[src/sv/mpq_pkg.sv]
package mpq_pkg;

	localparam int PID_W = 4;
	localparam int CNT_W = 5;

	typedef logic [PID_W-1:0] pid_t;

	typedef enum logic [1:0] {
		OP_ENQ   = 2'd0,
		OP_DEQ   = 2'd1,
		OP_SCHED = 2'd2,
		OP_NONE  = 2'd3
	} opcode_t;

	typedef enum logic [1:0] {
		STS_OK     = 2'd0,
		STS_EMPTY  = 2'd1,
		STS_NULL   = 2'd2,
		STS_QUEUED = 2'd3
	} status_t;

	// one queue descriptor: head, tail and occupancy of a FIFO
	typedef struct packed {
		pid_t             head;
		pid_t             tail;
		logic [CNT_W-1:0] cnt;
	} desc_t;

endpackage

[src/sv/mpq_if.sv]
interface mpq_req_if;
	import mpq_pkg::*;
	logic       valid;
	logic       ready;
	logic [1:0] opcode;
	logic       queue_set;
	pid_t       process_id;
	logic [1:0] priority_req;
	logic       has_process;

	modport source (output valid, opcode, queue_set, process_id, priority_req, has_process,
		input ready);
	modport sink (input valid, opcode, queue_set, process_id, priority_req, has_process,
		output ready);
endinterface

interface mpq_rsp_if;
	import mpq_pkg::*;
	logic       valid;
	logic       ready;
	logic       found;
	pid_t       out_process_id;
	logic [1:0] status;
	pid_t       current_process;

	modport source (output valid, found, out_process_id, status, current_process,
		input ready);
	modport sink (input valid, found, out_process_id, status, current_process,
		output ready);
endinterface

interface mpq_cfg_if;
	import mpq_pkg::*;
	logic valid;
	logic ready;
	pid_t null_process_id;

	modport source (output valid, null_process_id, input ready);
	modport sink (input valid, null_process_id, output ready);
endinterface

[src/sv/multilevel_priority_ready_queue.sv]
// Flow: enqueue, direct or null schedule, rejected and empty requests read their descriptor
// and then register their result; a dequeue or schedule that pops a queue goes through the
// descriptor RAM read, then the link RAM read at the queue head, then write-back and result.
// One request at a time; a result waits while the previous result has not been taken.
// Reset: all queues empty, queued flags cleared, current process and null process id 0;
// the link RAM is not cleared and needs no clearing pass.
module multilevel_priority_ready_queue #(
	parameter int PRIORITY_LEVELS = 4,
	parameter int MAX_PROCESSES   = 16
) (
	input logic clk,
	input logic arst_n,
	mpq_req_if.sink   req,
	mpq_rsp_if.source rsp,
	mpq_cfg_if.sink   cfg
);
	import mpq_pkg::*;

	localparam int LVL_W  = (PRIORITY_LEVELS > 1) ? $clog2(PRIORITY_LEVELS) : 1;
	localparam int SLOTS  = 2 * (1 << LVL_W);
	localparam int SLOT_W = LVL_W + 1;
	localparam int PROC_W = (MAX_PROCESSES > 1) ? $clog2(MAX_PROCESSES) : 1;

	typedef enum logic [2:0] {
		ST_IDLE = 3'b001,
		ST_DESC = 3'b010,
		ST_LINK = 3'b100
	} state_t;

	state_t state_q, state_d;

	logic [1:0][PRIORITY_LEVELS-1:0] ne_q;
	logic [MAX_PROCESSES-1:0]        inq_q;
	pid_t                            running_q;
	pid_t                            null_q;

	opcode_t           op_q;
	pid_t              pid_q;
	logic              direct_q;
	logic              pop_q;
	logic              enq_ok_q;
	logic [SLOT_W-1:0] slot_q;

	logic    rsp_valid_q;
	logic    found_q;
	pid_t    out_pid_q;
	status_t status_q;

	// request decode
	opcode_t                    c_op;
	logic                       c_set;
	logic [PRIORITY_LEVELS-1:0] c_ne;
	logic                       c_have;
	logic [LVL_W-1:0]           c_best;
	logic [LVL_W-1:0]           c_prio;
	logic                       c_is_pop;
	logic                       c_enq_ok;
	logic [SLOT_W-1:0]          c_slot;
	logic                       acc;

	// memories
	logic              desc_we;
	desc_t             desc_wdata;
	desc_t             desc_rd;
	logic [$bits(desc_t)-1:0] desc_rd_raw;
	logic              link_we;
	logic              link_re;
	pid_t              link_rd;
	logic              slot_ne;

	logic    ofree;
	logic    fin;
	logic    found_d;
	pid_t    out_pid_d;
	status_t status_d;
	pid_t    running_d;

	assign acc       = req.valid && req.ready;
	assign req.ready = (state_q == ST_IDLE);
	assign cfg.ready = 1'b1;

	assign c_op     = opcode_t'(req.opcode);
	assign c_set    = (c_op == OP_SCHED) ? 1'b0 : req.queue_set;
	assign c_ne     = ne_q[c_set];
	assign c_have   = |c_ne;
	assign c_is_pop = (c_op == OP_DEQ) || ((c_op == OP_SCHED) && !req.has_process);
	assign c_enq_ok = (c_op == OP_ENQ) && (32'(req.process_id) < MAX_PROCESSES)
		&& !inq_q[PROC_W'(req.process_id)];

	always_comb begin
		c_best = '0;
		for (int i = PRIORITY_LEVELS - 1; i >= 0; i--) begin
			if (c_ne[i]) begin
				c_best = LVL_W'(i);
			end
		end
	end

	// saturate to the lowest level
	assign c_prio = (32'(req.priority_req) >= PRIORITY_LEVELS) ?
		LVL_W'(PRIORITY_LEVELS - 1) : LVL_W'(req.priority_req);
	assign c_slot = c_is_pop ? {c_set, c_best} : {req.queue_set, c_prio};

	assign ofree   = !rsp_valid_q || rsp.ready;
	assign fin     = ofree && (((state_q == ST_DESC) && !pop_q) || (state_q == ST_LINK));
	assign desc_rd = desc_t'(desc_rd_raw);

	// an empty queue's descriptor may be stale or never written: trust the flag
	assign slot_ne = ne_q[slot_q[LVL_W]][slot_q[LVL_W-1:0]];

	mpq_ram #(
		.DATA_W ($bits(desc_t)),
		.DEPTH  (SLOTS)
	) u_desc_ram (
		.clk   (clk),
		.we    (desc_we),
		.waddr (slot_q),
		.wdata (desc_wdata),
		.re    (acc),
		.raddr (c_slot),
		.rdata (desc_rd_raw)
	);

	assign link_re = (state_q == ST_DESC) && pop_q;
	assign link_we = fin && (state_q == ST_DESC) && enq_ok_q && slot_ne;

	mpq_ram #(
		.DATA_W (PID_W),
		.DEPTH  (MAX_PROCESSES)
	) u_link_ram (
		.clk   (clk),
		.we    (link_we),
		.waddr (PROC_W'(desc_rd.tail)),
		.wdata (pid_q),
		.re    (link_re),
		.raddr (PROC_W'(desc_rd.head)),
		.rdata (link_rd)
	);

	// descriptor write-back
	always_comb begin
		desc_we    = 1'b0;
		desc_wdata = desc_rd;
		if (fin && (state_q == ST_DESC) && enq_ok_q) begin
			desc_we         = 1'b1;
			desc_wdata.head = slot_ne ? desc_rd.head : pid_q;
			desc_wdata.tail = pid_q;
			desc_wdata.cnt  = slot_ne ? desc_rd.cnt + CNT_W'(1) : CNT_W'(1);
		end else if (fin && (state_q == ST_LINK)) begin
			desc_we         = 1'b1;
			desc_wdata.head = (desc_rd.cnt != CNT_W'(1)) ? link_rd : desc_rd.head;
			desc_wdata.cnt  = desc_rd.cnt - CNT_W'(1);
		end
	end

	// result of the request in hand
	always_comb begin
		found_d   = 1'b0;
		out_pid_d = '0;
		status_d  = STS_OK;
		running_d = running_q;
		case (op_q)
			OP_ENQ: begin
				status_d = enq_ok_q ? STS_OK : STS_QUEUED;
			end
			OP_DEQ: begin
				if (pop_q) begin
					found_d   = 1'b1;
					out_pid_d = desc_rd.head;
				end else begin
					status_d = STS_EMPTY;
				end
			end
			OP_SCHED: begin
				found_d = 1'b1;
				if (direct_q) begin
					running_d = pid_q;
				end else if (pop_q) begin
					running_d = desc_rd.head;
				end else begin
					running_d = null_q;
					status_d  = STS_NULL;
				end
				out_pid_d = running_d;
			end
			default: begin
				found_d = 1'b0;
			end
		endcase
	end

	always_comb begin
		state_d = state_q;
		case (state_q)
			ST_IDLE: begin
				if (acc) begin
					state_d = ST_DESC;
				end
			end
			ST_DESC: begin
				if (pop_q) begin
					state_d = ST_LINK;
				end else if (fin) begin
					state_d = ST_IDLE;
				end
			end
			ST_LINK: begin
				if (fin) begin
					state_d = ST_IDLE;
				end
			end
			default: begin
				state_d = ST_IDLE;
			end
		endcase
	end

	always_ff @(posedge clk or negedge arst_n) begin
		if (!arst_n) begin
			state_q     <= ST_IDLE;
			ne_q        <= '0;
			inq_q       <= '0;
			running_q   <= '0;
			null_q      <= '0;
			rsp_valid_q <= 1'b0;
		end else begin
			state_q <= state_d;
			if (cfg.valid) begin
				null_q <= cfg.null_process_id;
			end
			if (fin && (state_q == ST_DESC) && enq_ok_q) begin
				ne_q[slot_q[LVL_W]][slot_q[LVL_W-1:0]] <= 1'b1;
				inq_q[PROC_W'(pid_q)]                 <= 1'b1;
			end
			if (fin && (state_q == ST_LINK)) begin
				ne_q[slot_q[LVL_W]][slot_q[LVL_W-1:0]] <= (desc_rd.cnt != CNT_W'(1));
				inq_q[PROC_W'(desc_rd.head)]          <= 1'b0;
			end
			if (fin) begin
				running_q   <= running_d;
				rsp_valid_q <= 1'b1;
			end else if (rsp.ready) begin
				rsp_valid_q <= 1'b0;
			end
		end
	end

	// request and result payload
	always_ff @(posedge clk) begin
		if (acc) begin
			op_q     <= c_op;
			pid_q    <= req.process_id;
			direct_q <= req.has_process;
			pop_q    <= c_is_pop && c_have;
			enq_ok_q <= c_enq_ok;
			slot_q   <= c_slot;
		end
		if (fin) begin
			found_q   <= found_d;
			out_pid_q <= out_pid_d;
			status_q  <= status_d;
		end
	end

	assign rsp.valid           = rsp_valid_q;
	assign rsp.found           = found_q;
	assign rsp.out_process_id  = out_pid_q;
	assign rsp.status          = status_q;
	assign rsp.current_process = running_q;

endmodule

[src/sv/mpq_ram.sv]
module mpq_ram #(
	parameter int DATA_W = 8,
	parameter int DEPTH  = 16
) (
	input  logic                     clk,
	input  logic                     we,
	input  logic [$clog2(DEPTH)-1:0] waddr,
	input  logic [DATA_W-1:0]        wdata,
	input  logic                     re,
	input  logic [$clog2(DEPTH)-1:0] raddr,
	output logic [DATA_W-1:0]        rdata
);

	logic [DATA_W-1:0] mem [DEPTH];

	always_ff @(posedge clk) begin
		if (we) begin
			mem[waddr] <= wdata;
		end
	end

	// read data holds until the next read
	always_ff @(posedge clk) begin
		if (re) begin
			rdata <= mem[raddr];
		end
	end

endmodule
[src/flat_wrapper.sv]
// flat-port wrapper written by rule: the top's interface ports become plain ports
module multilevel_priority_ready_queue_flat import mpq_pkg::*;
#(
	parameter int PRIORITY_LEVELS = 4,
	parameter int MAX_PROCESSES   = 16
)
  (clk, arst_n, req_valid, req_opcode, req_queue_set, req_process_id, req_priority_req, req_has_process, req_ready, rsp_valid, rsp_found, rsp_out_process_id, rsp_status, rsp_current_process, rsp_ready, cfg_valid, cfg_null_process_id, cfg_ready);
  mpq_req_if req_i ();
  mpq_rsp_if rsp_i ();
  mpq_cfg_if cfg_i ();
  input logic clk;
  input logic arst_n;
  input wire logic [$bits(req_i.valid)-1:0] req_valid;
  input wire logic [$bits(req_i.opcode)-1:0] req_opcode;
  input wire logic [$bits(req_i.queue_set)-1:0] req_queue_set;
  input wire logic [$bits(req_i.process_id)-1:0] req_process_id;
  input wire logic [$bits(req_i.priority_req)-1:0] req_priority_req;
  input wire logic [$bits(req_i.has_process)-1:0] req_has_process;
  output wire logic [$bits(req_i.ready)-1:0] req_ready;
  output wire logic [$bits(rsp_i.valid)-1:0] rsp_valid;
  output wire logic [$bits(rsp_i.found)-1:0] rsp_found;
  output wire logic [$bits(rsp_i.out_process_id)-1:0] rsp_out_process_id;
  output wire logic [$bits(rsp_i.status)-1:0] rsp_status;
  output wire logic [$bits(rsp_i.current_process)-1:0] rsp_current_process;
  input wire logic [$bits(rsp_i.ready)-1:0] rsp_ready;
  input wire logic [$bits(cfg_i.valid)-1:0] cfg_valid;
  input wire logic [$bits(cfg_i.null_process_id)-1:0] cfg_null_process_id;
  output wire logic [$bits(cfg_i.ready)-1:0] cfg_ready;
  assign req_i.valid = req_valid;
  assign req_i.opcode = req_opcode;
  assign req_i.queue_set = req_queue_set;
  assign req_i.process_id = req_process_id;
  assign req_i.priority_req = req_priority_req;
  assign req_i.has_process = req_has_process;
  assign req_ready = req_i.ready;
  assign rsp_valid = rsp_i.valid;
  assign rsp_found = rsp_i.found;
  assign rsp_out_process_id = rsp_i.out_process_id;
  assign rsp_status = rsp_i.status;
  assign rsp_current_process = rsp_i.current_process;
  assign rsp_i.ready = rsp_ready;
  assign cfg_i.valid = cfg_valid;
  assign cfg_i.null_process_id = cfg_null_process_id;
  assign cfg_ready = cfg_i.ready;
  multilevel_priority_ready_queue #(.PRIORITY_LEVELS(PRIORITY_LEVELS), .MAX_PROCESSES(MAX_PROCESSES)) u_core (.clk(clk), .arst_n(arst_n), .req(req_i), .rsp(rsp_i), .cfg(cfg_i));
endmodule
[config.mk]
export PLATFORM = sky130hd
export DESIGN_NAME = multilevel_priority_ready_queue_flat
export DESIGN_NICKNAME = d
export VERILOG_FILES = /design/src/sv/mpq_pkg.sv /design/src/sv/mpq_if.sv /design/src/sv/multilevel_priority_ready_queue.sv /design/src/sv/mpq_ram.sv /design/src/flat_wrapper.sv
export SDC_FILE = /design/constraint.sdc
export NUM_CORES = 1
export LEC_CHECK = 0
export BUFFER_PORTS_ARGS = -buffer_cell sky130_fd_sc_hd__buf_2
export CORE_UTILIZATION = 65
export CTS_CLUSTER_DIAMETER = 120
export DETAILED_ROUTE_END_ITERATION = 7
export GPL_TIMING_DRIVEN = 0
export PLACE_DENSITY_LB_ADDON = 0.05
export SLEW_MARGIN = 30
export SYNTH_ARGS = -nofsm -noshare
export SYNTH_HDL_FRONTEND = slang
export SYNTH_SLANG_ARGS = --single-unit
[constraint.sdc]
create_clock -name clk -period 4.75 [get_ports clk]
set_input_delay 0.475 -clock clk [delete_from_list [all_inputs] [get_ports clk]]
set_output_delay 0.475 -clock clk [all_outputs]
set_load 0.01 [all_outputs]
==> impl_metrics.json <==
{
  "violations": "design-rule violations",
  "grt_max_degree": 37,
  "rsz0062_at_grt": "no",
  "worst_setup_path_start_kind": "register",
  "die_height_um": 127.9,
  "postCtsHoldBufs": 0,
  "worstPathMaxFanout": 10,
  "maxSlewHeadroom": 0.3858,
  "yosys.area.top_type": "edfxtp_1",
  "synthArstFlopShare": 0.1500,
  "yosys_warnings": 0,
  "avgViaCountPerCell": 6.528,
  "hold_viol": 0,
  "coreArea_sq_um": 15310,
  "nFillCells": 941,
  "ant_nets": 0,
  "h-tree-depth": 1,
  "crit_type": "reg -> reg",
  "multi_input_area_sq_um": 3077,
  "die_area_sq_um": 16350,
  "diodes": 0,
  "post_cts_resized": 0,
  "drt-initial-drc-count": 824,
  "drive_above_1_share": 0.1783,
  "cts_inserted_buffers": 24,
  "post-place-ws_ps": 1847,
  "outcome": "complete, but fails checks",
  "required_ps": 4890,
  "tritoncts": "yes",
  "reg2reg_depth": 7,
  "root_buffer": "clkbuf_16",
  "drv_cap": 0,
  "avgSynthCellArea_sq_um": 13.95,
  "rows": 45,
  "syn_area_sq_um": 10300,
  "seq_area_sq_um": 7028,
  "worstPathArrival_ps": 3020,
  "synth.net_count": 764,
  "post-route-period-util": 0.6079,
  "synth_seq_cells": 240,
  "io_pins": 33,
  "ys_seq_area_frac": 0.6825,
  "nets": 827,
  "insertion_delay_ps": 510,
  "setup-tns-final_ps": 0,
  "die-width_um": 127.9,
  "grt_pass1_vias": 6611,
  "grt_usage": 0.3031,
  "drc": 1,
  "synth_cell_types": 61,
  "cellPowerDensity_nw_per_um2": 495.1,
  "synth_flop_cell": "edfxtp_1",
  "synthTopCellsByArea": "edfxtp_1 59%, dfrtp_1 8.5%, mux4_2 5.7%",
  "final_common_cell": "edfxtp_1",
  "drtPass1Iterations": 8,
  "gp_congestion": 0.8541,
  "fin_crit_ps": 2888,
  "syn2layout_area_growth_pct": 13.00,
  "mostFrequentLayoutCells": "204 x edfxtp_1, 139 x nand2_1, 43 x buf_2, 43 x nand3_1, 35 x dfrtp_1",
  "end_kind": "register",
  "p_leak_nw": 4.151,
  "initial_core_util": 0.6724,
  "path_clk_slew_ps": 60,
  "worstMarginPinSlew_ps": 912.8,
  "cts_buffer_depth": 3,
  "hpwlAfterDp_mm": 15.47,
  "max_freq_mhz": 346.3,
  "synth_edf_count": 204,
  "grt_overflow": 0,
  "maxSlewViolCount": 0,
  "hold_path_class": "in -> async",
  "cts.sinks": 240,
  "postRouteWirelength_mm": 23.98,
  "antenna_found_initial": 0,
  "finalSetupViolCount": 0,
  "cts_setup_buffers": 0,
  "peakVddDrop_uv": 368.3,
  "io_buffers": 30,
  "yosysTopAreaCellShare": 0.5949,
  "post_drt_wl_per_cell_um": 23.28,
  "vias": 6724,
  "syn_inst": 738,
  "grt_pass1_wl_mm": 36.60,
  "setup_ws_ps": 1862,
  "clock_skew_ps": 12.33
}
-- synth_stat cells (all sizes together), types with 4 or more instances --
master,instances
o21ai,5
nor3b,9
ha,7
nor2b,13
inv,13
a31oi,29
nor2,21
nor4b,6
nand2,139
nor4,4
a21oi,24
mux2,10
mux4,26
nor3,18
mux2i,6
a32oi,4
clkbuf,26
o32a,4
and3,4
nand2b,11
edfxtp,204
buf,17
dfrtp,35
a32o,14
a41oi,5
nand3,43
a21o,4
-- state kept, by name, indices dropped and copies added, names as in the netlist, 2 cells and up --
name	count
u_core.pid_q	4
u_core.rsp.out_process_id	4
u_core.u_desc_ram.mem	104
u_core.rsp.status	2
u_core.state_q	3
u_core.op_q	2
u_core.inq_q	16
u_core.u_link_ram.rdata	4
u_core.rsp.current_process	4
u_core.null_q	4
u_core.ne_q	8
u_core.u_link_ram.mem	64
u_core.slot_q	3
u_core.u_desc_ram.rdata	13
-- cell type report --
class | instances | share of cell area
timing repair buffer | 37 | 0.01742
inverter | 13 | 0.004194
multi-input combinational | 442 | 0.2644
buffer | 43 | 0.01624
sequential | 240 | 0.6040
tap | 211 | 0.02269
clock buffer | 29 | 0.05505
clock inverter | 15 | 0.01602
-- per-stage QoR --
stage / utilization / instance area [sq um] / hold slack [ps] / instances / power [mW]
4_1_cts: 0.7590 / 11620 / 69.31 / 1030 / 5.752
3_5_place_dp: 0.7050 / 10800 / 489.2 / 986 / 3.800
3_3_place_gp: 0.6994 / 10710 / 485.5 / 979 / 3.737
6_report: 0.7598 / 11640 / 58.40 / 1030 / 5.761
5_1_grt: 0.7598 / 11640 / 120.8 / 1030 / 5.933
2_1_floorplan: - / 10300 / 179.4 / 738 / 3.432
-- power breakdown --
group	internal [mW]	leakage (nW)	switching (mW)	total [mW]
Sequential	2.58	2.33	0.159	2.74
Combinational	0.392	1.43	0.661	1.05
Clock	1.18	0.399	0.781	1.97
-- metal layers --
layer  vias to the layer above  wire length, um  global-route usage
li1                       2939                -                   -
met1                      3312             9412              0.4164
met2                       402            11760              0.5013
met3                        71             2045             0.04382
met4                         0              760              0.1100
met5                         -                0                   0
-- logic make-up (layout without fill, tap and decap cells) --
| logic type | count (synthesis) | in the layout | synth area share |
|---|---|---|---|
| xor gates and xnor gates | 3 | 3 | 0.002552 |
| other | 1 | 1 | 0.0003642 |
| adders and majority gates | 7 | 7 | 0.008505 |
| AOI/OAI and AO/OA | 108 | 108 | 0.07752 |
| buffers and inverters | 56 | 137 | 0.02309 |
| DFF | 240 | 240 | 0.6825 |
| and+or+nand+nor | 281 | 281 | 0.1318 |
| muxes | 42 | 42 | 0.07363 |
-- worst max-delay path, stage by stage (launching register included) --
cell and delay (ps):
edfxtp_1 360, clkbuf_1 200, nor3b_1 340, and4b_1 250, buf_2 230, o21ai_2 120, buf_4 210, nor4b_1 790
-- path summary, 6_finish.rpt --
path | from | to | slack [ps]
max | u_core.pop_q$_DFFE_PP_ | u_core.u_link_ram.mem[13][2]$_DFFE_PP_ | 1860
min | arst_n | u_core.ne_q[5]$_DFF_PN0_ | 60
max reg2reg | u_core.pop_q$_DFFE_PP_ | u_core.u_link_ram.mem[13][2]$_DFFE_PP_ | 1860
min reg2reg | u_core.rsp.current_process[1]$_DFFE_PN0P_ | u_core.rsp.current_process[1]$_DFFE_PN0P_ | 500
max in group asynchronous | arst_n | u_core.null_q[2]$_DFFE_PN0P_ | 4170
min in group clk | req_has_process | u_core.direct_q$_DFFE_PP_ | 170
Note: power is estimated with default switching activity, not from simulation.
